===== src/hdl/wrp_pkg.sv =====
// ----------------------------------------------------------------------------
// wrp_pkg
// Shared types and constants for the WAV RIFF stream parser.
// ----------------------------------------------------------------------------
package wrp_pkg;

  // Result kinds
  localparam logic [1:0] KIND_HEADER  = 2'd0;
  localparam logic [1:0] KIND_PAYLOAD = 2'd1;
  localparam logic [1:0] KIND_ERROR   = 2'd2;
  localparam logic [1:0] KIND_IGNORED = 2'd3;

  // Sticky error codes
  localparam logic [2:0] ERR_NONE       = 3'd0;
  localparam logic [2:0] ERR_NOT_RIFF   = 3'd1;
  localparam logic [2:0] ERR_NOT_WAVE   = 3'd2;
  localparam logic [2:0] ERR_FMT_SMALL  = 3'd3;
  localparam logic [2:0] ERR_NOT_PCM    = 3'd4;
  localparam logic [2:0] ERR_DATA_EARLY = 3'd5;
  localparam logic [2:0] ERR_INCOMPLETE = 3'd6;

  // Four-character codes, little-endian packed
  localparam logic [31:0] FOURCC_RIFF = 32'h4646_4952;
  localparam logic [31:0] FOURCC_WAVE = 32'h4556_4157;
  localparam logic [31:0] FOURCC_FMT  = 32'h2074_6D66;
  localparam logic [31:0] FOURCC_DATA = 32'h6174_6164;

  localparam logic [31:0] FMT_MIN_SIZE = 32'd16;
  localparam logic [15:0] FMT_PCM      = 16'd1;

  // Stream word widths
  localparam int unsigned IN_TDATA_W  = 8;
  localparam int unsigned OUT_TDATA_W = 160;

  // One result word
  typedef struct packed {
    logic [1:0]  kind;
    logic [2:0]  error_code;
    logic [7:0]  payload_byte;
    logic        last_payload;
    logic        format_valid;
    logic [15:0] channels;
    logic [31:0] sample_rate;
    logic [31:0] byte_rate;
    logic [15:0] block_align;
    logic [15:0] bits_per_sample;
    logic [31:0] data_size;
  } wrp_res_t;

endpackage


===== src/hdl/wav_riff_stream_parser.sv =====
// ----------------------------------------------------------------------------
// wav_riff_stream_parser
// WAV (RIFF/PCM) header parser over a byte stream, one result word per byte.
// ----------------------------------------------------------------------------
// Usage:
//   The slave stream carries the file one byte per word; tlast marks the
//   final byte of the file. Every accepted byte yields exactly one master
//   word: tuser gives its kind (header, payload, error, ignored), tlast
//   flags the final payload byte of the data chunk, and tdata carries the
//   error code, payload byte, captured fmt fields and the data chunk size.
//   A byte accepted into the input register passes wrp_core and lands in
//   the result register once that register can take a word, where its
//   word turns valid. Throughput is one byte per cycle while the master
//   side does not stall, with wrp_core updating its state once per byte.
//   When the master side stalls, the result register holds its word and the
//   input register still takes one more byte; tready drops once both are
//   full. Reset clears all parser state, the format fields and any sticky
//   error, and empties both registers.
// ----------------------------------------------------------------------------
module wav_riff_stream_parser
  import wrp_pkg::*;
(
  input  logic                   clk_i,
  input  logic                   rst_ni,
  input  logic                   s_axis_tvalid,
  output logic                   s_axis_tready,
  input  logic [IN_TDATA_W-1:0]  s_axis_tdata,  // [7:0] data_byte
  input  logic                   s_axis_tlast,  // end_of_stream
  output logic                   m_axis_tvalid,
  input  logic                   m_axis_tready,
  // [2:0] error_code, [10:3] payload_byte, [11] format_valid,
  // [27:12] channels, [59:28] sample_rate, [91:60] byte_rate,
  // [107:92] block_align, [123:108] bits_per_sample, [155:124] data_size,
  // [159:156] zero
  output logic [OUT_TDATA_W-1:0] m_axis_tdata,
  output logic                   m_axis_tlast,  // last_payload
  output logic [1:0]             m_axis_tuser   // [1:0] kind
);

  logic       advance;
  logic       in_valid;
  logic [7:0] in_byte;
  logic       in_eos;
  logic       step;
  wrp_res_t   core_res;
  wrp_res_t   out_res;

  assign step = in_valid && advance;

  wrp_in_stage u_in_stage (
    .clk_i     (clk_i),
    .rst_ni    (rst_ni),
    .s_valid_i (s_axis_tvalid),
    .s_ready_o (s_axis_tready),
    .s_byte_i  (s_axis_tdata),
    .s_eos_i   (s_axis_tlast),
    .advance_i (advance),
    .valid_o   (in_valid),
    .byte_o    (in_byte),
    .eos_o     (in_eos)
  );

  wrp_core u_core (
    .clk_i  (clk_i),
    .rst_ni (rst_ni),
    .step_i (step),
    .byte_i (in_byte),
    .eos_i  (in_eos),
    .res_o  (core_res)
  );

  wrp_out_stage u_out_stage (
    .clk_i     (clk_i),
    .rst_ni    (rst_ni),
    .load_i    (step),
    .res_i     (core_res),
    .advance_o (advance),
    .m_valid_o (m_axis_tvalid),
    .m_ready_i (m_axis_tready),
    .res_o     (out_res)
  );

  // Pack the result word
  assign m_axis_tdata = {4'd0,
                         out_res.data_size,
                         out_res.bits_per_sample,
                         out_res.block_align,
                         out_res.byte_rate,
                         out_res.sample_rate,
                         out_res.channels,
                         out_res.format_valid,
                         out_res.payload_byte,
                         out_res.error_code};
  assign m_axis_tlast = out_res.last_payload;
  assign m_axis_tuser = out_res.kind;

endmodule


===== src/hdl/wrp_in_stage.sv =====
// ----------------------------------------------------------------------------
// wrp_in_stage
// Input register for the byte stream; frees itself when the core steps.
// ----------------------------------------------------------------------------
module wrp_in_stage
  import wrp_pkg::*;
(
  input  logic       clk_i,
  input  logic       rst_ni,
  input  logic       s_valid_i,
  output logic       s_ready_o,
  input  logic [7:0] s_byte_i,
  input  logic       s_eos_i,
  input  logic       advance_i,   // downstream takes the held word this cycle
  output logic       valid_o,
  output logic [7:0] byte_o,
  output logic       eos_o
);

  logic       valid_q, valid_d;
  logic [7:0] byte_q;
  logic       eos_q;
  logic       load;

  assign s_ready_o = !valid_q || advance_i;
  assign load      = s_valid_i && s_ready_o;

  always_comb begin
    valid_d = valid_q;
    if (load) begin
      valid_d = 1'b1;
    end else if (advance_i) begin
      valid_d = 1'b0;
    end
  end

  always_ff @(posedge clk_i or negedge rst_ni) begin
    if (!rst_ni) begin
      valid_q <= 1'b0;
    end else begin
      valid_q <= valid_d;
    end
  end

  // payload, no reset
  always_ff @(posedge clk_i) begin
    if (load) begin
      byte_q <= s_byte_i;
      eos_q  <= s_eos_i;
    end
  end

  assign valid_o = valid_q;
  assign byte_o  = byte_q;
  assign eos_o   = eos_q;

endmodule


===== src/hdl/wrp_core.sv =====
// ----------------------------------------------------------------------------
// wrp_core
// Parser state and the per-byte update; produces one result word per step.
// ----------------------------------------------------------------------------
module wrp_core
  import wrp_pkg::*;
(
  input  logic       clk_i,
  input  logic       rst_ni,
  input  logic       step_i,
  input  logic [7:0] byte_i,
  input  logic       eos_i,
  output wrp_res_t   res_o
);

  // Parser phases
  localparam logic [2:0] PH_RIFF    = 3'd0;
  localparam logic [2:0] PH_RSIZE   = 3'd1;
  localparam logic [2:0] PH_WAVE    = 3'd2;
  localparam logic [2:0] PH_HDR     = 3'd3;
  localparam logic [2:0] PH_FMT     = 3'd4;
  localparam logic [2:0] PH_SKIP    = 3'd5;
  localparam logic [2:0] PH_PAYLOAD = 3'd6;
  localparam logic [2:0] PH_DONE    = 3'd7;

  logic [2:0]   phase_q, phase_d;
  logic [3:0]   idx_q, idx_d;
  logic [31:0]  shift_q, shift_d;
  logic [31:0]  tag_q, tag_d;
  logic [32:0]  left_q, left_d;
  logic         fmt_seen_q, fmt_seen_d;
  logic [2:0]   err_q, err_d;
  logic [127:0] fmt_q, fmt_d;
  logic [31:0]  dlen_q, dlen_d;

  logic [31:0]  shifted;
  logic [3:0]   idx_inc;
  logic [32:0]  left_dec;
  logic [1:0]   kind;
  logic [7:0]   payload;
  logic         last;

  assign shifted  = {byte_i, shift_q[31:8]};
  assign idx_inc  = idx_q + 4'd1;
  assign left_dec = left_q - 33'd1;

  // Per-byte state update
  always_comb begin
    phase_d    = phase_q;
    idx_d      = idx_q;
    shift_d    = shift_q;
    tag_d      = tag_q;
    left_d     = left_q;
    fmt_seen_d = fmt_seen_q;
    err_d      = err_q;
    fmt_d      = fmt_q;
    dlen_d     = dlen_q;
    kind       = KIND_HEADER;
    payload    = 8'd0;
    last       = 1'b0;

    if (err_q == ERR_NONE) begin
      case (phase_q)
        PH_RIFF, PH_RSIZE, PH_WAVE: begin
          shift_d = shifted;
          idx_d   = idx_inc;
          if (idx_inc == 4'd4) begin
            idx_d = 4'd0;
            if (phase_q == PH_RIFF) begin
              if (shifted != FOURCC_RIFF) err_d = ERR_NOT_RIFF;
              else phase_d = PH_RSIZE;
            end else if (phase_q == PH_RSIZE) begin
              phase_d = PH_WAVE;
            end else begin
              if (shifted != FOURCC_WAVE) err_d = ERR_NOT_WAVE;
              else phase_d = PH_HDR;
            end
          end
        end
        PH_HDR: begin
          shift_d = shifted;
          idx_d   = idx_inc;
          if (idx_inc == 4'd4) begin
            tag_d = shifted;
          end else if (idx_inc == 4'd8) begin
            // chunk header complete, size in shifted
            idx_d = 4'd0;
            if (tag_q == FOURCC_FMT) begin
              if (shifted < FMT_MIN_SIZE) begin
                err_d = ERR_FMT_SMALL;
              end else begin
                fmt_seen_d = 1'b0;
                left_d     = {1'b0, shifted - FMT_MIN_SIZE} + {32'd0, shifted[0]};
                phase_d    = PH_FMT;
              end
            end else if (tag_q == FOURCC_DATA) begin
              if (!fmt_seen_q) begin
                err_d = ERR_DATA_EARLY;
              end else begin
                dlen_d  = shifted;
                left_d  = {1'b0, shifted};
                phase_d = (shifted != 32'd0) ? PH_PAYLOAD : PH_DONE;
              end
            end else begin
              left_d  = {1'b0, shifted} + {32'd0, shifted[0]};
              phase_d = (shifted != 32'd0) ? PH_SKIP : PH_HDR;
            end
          end
        end
        PH_FMT: begin
          // store body byte at its little-endian position
          for (int i = 0; i < 16; i++) begin
            if (idx_q == 4'(i)) fmt_d[i*8 +: 8] = byte_i;
          end
          if (idx_q == 4'd15) begin
            idx_d = 4'd0;
            if (fmt_q[15:0] != FMT_PCM) begin
              err_d = ERR_NOT_PCM;
            end else begin
              fmt_seen_d = 1'b1;
              phase_d    = (left_q != 33'd0) ? PH_SKIP : PH_HDR;
            end
          end else begin
            idx_d = idx_inc;
          end
        end
        PH_SKIP: begin
          left_d = left_dec;
          if (left_dec == 33'd0) begin
            phase_d = PH_HDR;
            idx_d   = 4'd0;
          end
        end
        PH_PAYLOAD: begin
          kind    = KIND_PAYLOAD;
          payload = byte_i;
          left_d  = left_dec;
          if (left_dec == 33'd0) begin
            last    = 1'b1;
            phase_d = PH_DONE;
          end
        end
        default: begin
          kind = KIND_IGNORED;
        end
      endcase
      // stream ended before the data header completed
      if (err_d == ERR_NONE && eos_i && phase_d != PH_PAYLOAD && phase_d != PH_DONE) begin
        err_d = ERR_INCOMPLETE;
      end
    end

    if (err_d != ERR_NONE) begin
      kind    = KIND_ERROR;
      payload = 8'd0;
      last    = 1'b0;
    end
  end

  // Result word from the updated state
  always_comb begin
    res_o.kind            = kind;
    res_o.error_code      = err_d;
    res_o.payload_byte    = payload;
    res_o.last_payload    = last;
    res_o.format_valid    = fmt_seen_d;
    res_o.channels        = fmt_seen_d ? fmt_d[31:16]   : 16'd0;
    res_o.sample_rate     = fmt_seen_d ? fmt_d[63:32]   : 32'd0;
    res_o.byte_rate       = fmt_seen_d ? fmt_d[95:64]   : 32'd0;
    res_o.block_align     = fmt_seen_d ? fmt_d[111:96]  : 16'd0;
    res_o.bits_per_sample = fmt_seen_d ? fmt_d[127:112] : 16'd0;
    res_o.data_size       = dlen_d;
  end

  always_ff @(posedge clk_i or negedge rst_ni) begin
    if (!rst_ni) begin
      phase_q    <= PH_RIFF;
      idx_q      <= 4'd0;
      shift_q    <= 32'd0;
      tag_q      <= 32'd0;
      left_q     <= 33'd0;
      fmt_seen_q <= 1'b0;
      err_q      <= ERR_NONE;
      fmt_q      <= 128'd0;
      dlen_q     <= 32'd0;
    end else if (step_i) begin
      phase_q    <= phase_d;
      idx_q      <= idx_d;
      shift_q    <= shift_d;
      tag_q      <= tag_d;
      left_q     <= left_d;
      fmt_seen_q <= fmt_seen_d;
      err_q      <= err_d;
      fmt_q      <= fmt_d;
      dlen_q     <= dlen_d;
    end
  end

endmodule


===== src/hdl/wrp_out_stage.sv =====
// ----------------------------------------------------------------------------
// wrp_out_stage
// Result register driving the output stream; holds its word while stalled.
// ----------------------------------------------------------------------------
module wrp_out_stage
  import wrp_pkg::*;
(
  input  logic     clk_i,
  input  logic     rst_ni,
  input  logic     load_i,
  input  wrp_res_t res_i,
  output logic     advance_o,  // register can take a new word
  output logic     m_valid_o,
  input  logic     m_ready_i,
  output wrp_res_t res_o
);

  logic     valid_q, valid_d;
  wrp_res_t res_q;

  assign advance_o = !valid_q || m_ready_i;

  always_comb begin
    valid_d = valid_q;
    if (load_i) begin
      valid_d = 1'b1;
    end else if (m_ready_i) begin
      valid_d = 1'b0;
    end
  end

  always_ff @(posedge clk_i or negedge rst_ni) begin
    if (!rst_ni) begin
      valid_q <= 1'b0;
    end else begin
      valid_q <= valid_d;
    end
  end

  always_ff @(posedge clk_i) begin
    if (load_i) begin
      res_q <= res_i;
    end
  end

  assign m_valid_o = valid_q;
  assign res_o     = res_q;

endmodule


===== config.mk =====
export PLATFORM = sky130hd
export DESIGN_NAME = wav_riff_stream_parser
export DESIGN_NICKNAME = d
export VERILOG_FILES = /design/src/hdl/wrp_pkg.sv /design/src/hdl/wav_riff_stream_parser.sv /design/src/hdl/wrp_in_stage.sv /design/src/hdl/wrp_core.sv /design/src/hdl/wrp_out_stage.sv
export SDC_FILE = /design/constraint.sdc
export NUM_CORES = 1
export LEC_CHECK = 0
export ABC_AREA = 1
export BUFFER_PORTS_ARGS = -buffer_cell sky130_fd_sc_hd__buf_4
export CAP_MARGIN = 20
export CORE_MARGIN = 2
export CORE_UTILIZATION = 55
export CTS_BUF_LIST = sky130_fd_sc_hd__clkbuf_4
export CTS_CLUSTER_SIZE = 16
export DETAILED_ROUTE_END_ITERATION = 8
export GPL_ROUTABILITY_DRIVEN = 0
export PLACE_DENSITY = 0.79
export SLEW_MARGIN = 40
export SYNTH_ARGS = -nofsm -noshare
export SYNTH_HDL_FRONTEND = slang
export SYNTH_SLANG_ARGS = --single-unit

===== constraint.sdc =====
create_clock -name clk_i -period 8.15 [get_ports clk_i]
set_clock_uncertainty 0.1 [all_clocks]
set_input_delay 0.4075 -clock clk_i [delete_from_list [all_inputs] [get_ports clk_i]]
set_output_delay 0.4075 -clock clk_i [all_outputs]
set_load 0.02 [all_outputs]

==> results.rst <==
.. list-table::
   :header-rows: 1

   * - Metric
     - Value
   * - Io pins
     - ~180
   * - DRT Wirelength
     - 61.6 mm
   * - Achievable clock frequency
     - 257 MHz
   * - Multiplexer share of the synthesized area
     - 2.20%
   * - Maximum buffer depth of the clock tree
     - 3
   * - Gates resized, CTS repair
     - 0
   * - Pwr Density
     - 197 nW/um2
   * - Vias per std cell
     - 5.75
   * - HPWL Detailed
     - between 40 and 50 mm
   * - Number of clock buffers inserted by TritonCTS
     - 107
   * - Sequential-to-total area share from yosys stat
     - 53.1%
   * - Number of enable-type register cells in the synthesized netlist
     - 168
   * - Clock power share
     - 38.9%
   * - Sequential share of power
     - 49.1%
   * - Maximum fanout encountered on the critical timing path
     - 66
   * - Initial cell density of the core
     - 55.4%
   * - Clock-pin slew on the worst setup and hold paths
     - 0.08 ns
   * - Max IR drop VDD
     - 0.000166 V
   * - Routed via count
     - 19497
   * - DRC viols
     - 0
   * - Die boundary width
     - ~200 um
   * - Total Die Area
     - 41400 um2
   * - Share of synthesized cell area in full adder, half adder and majority cells
     - 0.744%
   * - Clock period minus worst slack
     - approximately 3.9 ns
   * - Main combinational cell family by area after synthesis
     - simple AND/OR/NAND/NOR gates
   * - Internal Dissipation
     - 3510 uW
   * - Antenna violations before repair
     - 1
   * - Finish-stage setup viols
     - 0
   * - Period Utilization, post-route
     - 47.7%
   * - Number of hold violations in the final report
     - 0
   * - Count of unique library cells instantiated by Yosys
     - 55
   * - Chip Height
     - 203 um
   * - Buffers added on ports
     - 173
   * - Cell area after synthesis
     - 21900 um2
   * - Switching power of the nets
     - 1420 uW
   * - Actual slew at the worst max-slew pin
     - roughly 0.87 ns
   * - Final max-slew violation count
     - 0
   * - Area Overhead vs Synth
     - 14.6%
   * - Type of the worst setup path
     - register to register
   * - Parity-gate share of the synthesized area counting xor and xnor cells
     - 2.72%
   * - Insertion delay of the later-clocked pin in the worst-skew pair
     - 0.83 ns
   * - Reg-to-reg slack, setup
     - about 4.3 ns
   * - Run status
     - completed
   * - Switching Fraction
     - between 20% and 30%
   * - Global routing usage summed across all routing layers
     - 29.9%
   * - Level count of the clock H-tree
     - 3
   * - Number of standard-cell rows in the floorplan
     - 73
   * - Wirelength per Cell
     - 18.2 um
   * - Leakage power of the design
     - 0.0115 uW
   * - Global-route wire length before repair
     - between 90 and 100 mm
   * - Signal arrival time at the worst endpoint
     - 4.30 ns
   * - Proportion of register bits with asynchronous set or reset after synthesis
     - 60.9%
   * - Type of the tightest min-delay check
     - primary input to async pin
   * - Critical path endpoint category
     - register
   * - Vias in the first global route
     - approximately 19000
   * - Congestion Overflow GR
     - 0
   * - First-pass iteration count of the detailed router
     - 6
   * - Layout cells sized above 1
     - approximately 16%
   * - Synth Instances
     - 2581
   * - Compound-cell area share of the yosys netlist
     - 10.2%
   * - Summed negative setup slack over all endpoints
     - 0 ns
   * - Total power
     - 4930 uW
   * - CTS tree
     - done
   * - Unrepaired setup endpoints after global routing
     - no
   * - Root cell of the clock tree
     - clkbuf_4
   * - Simple-gate area share of the yosys netlist
     - 25.6%
   * - Critical path required time
     - around 8.6 ns
   * - MaxCap Viol Count
     - 0
   * - Number of synthesis warnings
     - 0
   * - Count of nets after finishing
     - between 2000 and 3000
   * - Most frequently used flop master after synthesis
     - dfrtp_1
   * - Initial detailed-routing violation count
     - roughly 2300
   * - Total core area
     - 39500 um2
   * - Worst slew margin relative to its limit
     - 41.7%
   * - Remaining antenna violation count
     - 0
   * - Clk sinks
     - 430
   * - Mean post-synth cell area
     - approximately 8.5 um2
   * - Critical path launch point type
     - register
   * - Total of flip-flops plus latches after synthesis
     - 430
   * - Largest net degree at the start of global routing
     - 122
   * - Combinational cell fraction of total power
     - 11.9%
==> worst max-delay path, stage by stage (launching register included) <==
cell and delay, ns:
edfxtp_1 0.56, clkinv_1 0.75, nand3_1 0.32, nor2_1 0.06, nand2_1 0.10, nor2_4 0.06
o211ai_1 0.17, nand2_1 0.12, clkinv_2 0.51, buf_4 0.67, nor2_1 0.11
==> worst paths after layout <==
kind | startpoint | to | depth (start not counted)
worst max-delay path | u_in_stage.byte_o[6] | u_out_stage.res_o[58] | 10
worst min-delay path | rst_ni | u_core.dlen_q[10] | 2
worst max register to register | u_in_stage.byte_o[6] | u_out_stage.res_o[58] | 10
worst min register to register | u_core.dlen_q[3] | u_core.dlen_q[3] | 2
max in group asynchronous | rst_ni | u_core.fmt_q[18] | 3
min in group clk_i | s_axis_tdata[0] | u_in_stage.byte_o[0] | 2
==> metal layers <==
layer  vias up  GRT usage [%]  routed length, um
met1      9214           39.5              24500
met3       219           6.84               5960
met5         -              0                  0
li1       8987              -                  -
met2      1077           46.9              28400
met4         0           14.7               2790
==> Yosys cell counts (all sizes together), types with 4 or more instances <==
| master | n | area share, % |
|---|---|---|
| nand2 | 644 | 11 |
| nor2 | 425 | 8.0 |
| o21ai | 296 | 6.8 |
| dfrtp | 262 | 30 |
| edfxtp | 168 | 23 |
| inv | 159 | 2.7 |
| nand3 | 118 | 2.8 |
| a21oi | 97 | 2.3 |
| clkbuf | 85 | 1.5 |
| xor2 | 57 | 2.4 |
| mux2i | 48 | 2.2 |
| nand4 | 46 | 1.6 |
| buf | 40 | 1.1 |
| nor3 | 40 | 1.0 |
| a31oi | 15 | 0.43 |
| ha | 13 | 0.74 |
| nor4 | 12 | 0.34 |
| clkinv | 9 | 0.15 |
| nand3b | 8 | 0.27 |
| xnor2 | 7 | 0.28 |
| o22ai | 6 | 0.17 |
| o211ai | 4 | 0.14 |
| or2 | 4 | 0.11 |
==> per-stage QoR <==
stage | utilization (%) | hold WS, ns | cells | instance area, um2 | worst slack (ns)
final | 63.5 | 0.0319 | 3392 | 25100 | 4.26
after detailed placement | 59.4 | 0.289 | 3173 | 23400 | 4.47
after floorplan | - | 0.0119 | 2584 | 21900 | 1.92
after global routing | 63.5 | 0.0657 | 3391 | 25100 | 3.99
after CTS | 63.5 | 0.0366 | 3390 | 25000 | 4.44
after global placement | 59.4 | 0.286 | 3173 | 23400 | 4.48
==> registers in the layout (all words and copies together) (netlist names) <==
register               flops
u_core.dlen_q             32
u_out_stage.m_valid_o      1
u_core.fmt_q             128
u_in_stage.eos_o           1
u_core.phase_q             3
u_in_stage.byte_o          8
u_core.shift_q            24
u_in_stage.valid_o         1
u_core.idx_q               4
u_core.left_q             33
u_out_stage.res_o        159
u_core.tag_q              32
u_core.fmt_seen_q          1
u_core.err_q               3
==> power groups by stage <==
stage	Sequential, uW	Combinational [uW]	Clock (uW)
after detailed placement	2460	582	0
after floorplan	2570	230	0
after CTS	2420	589	1940
after global routing	2430	626	2060
after global placement	2460	573	0
final	2420	589	1920
==> area by class of cell <==
class,count,area [um2]
fill,3204,14400
clock buffer,160,1200
clock inverter,43,258
inverter,168,642
tap,525,657
multi-input combinational,1861,9110
sequential,430,11600
antenna,2,5.00
timing repair buffer,203,1590
==> logic make-up (layout without fill, tap and decap cells) <==
kind of cell,Yosys count,after routing
buffers and inverters,293,574
flip-flops,430,430
multiplexers,48,48
AND/OR/NAND/NOR,1302,1302
XOR/XNOR,64,64
AO/OA/AOI/OAI,430,430
adder cells (fa/ha/maj),13,13
other,1,6
==> placed cells by master (no fill, tap or decap), types with 9 or more instances in the layout <==
cell type / instances
a21oi_1: 95
a31oi_1: 15
buf_4: 182
clkbuf_4: 160
clkinv_1: 38
clkinv_2: 9
dfrtp_1: 262
dlygate4sd3_1: 14
edfxtp_1: 168
ha_1: 13
inv_1: 150
mux2i_1: 48
nand2_1: 629
nand2_2: 10
nand3_1: 113
nand4_1: 39
nor2_1: 390
nor2_2: 24
nor2_4: 10
nor3_1: 37
nor4_1: 12
o21ai_0: 281
o21ai_1: 13
xor2_1: 54
==> timing repair <==
item | in CTS | in global routing
hold buffers | 14 | 0
endpoints found under the hold margin | 72 | 0
setup buffers | 0 | 0
(Power assumes the default switching activity.)
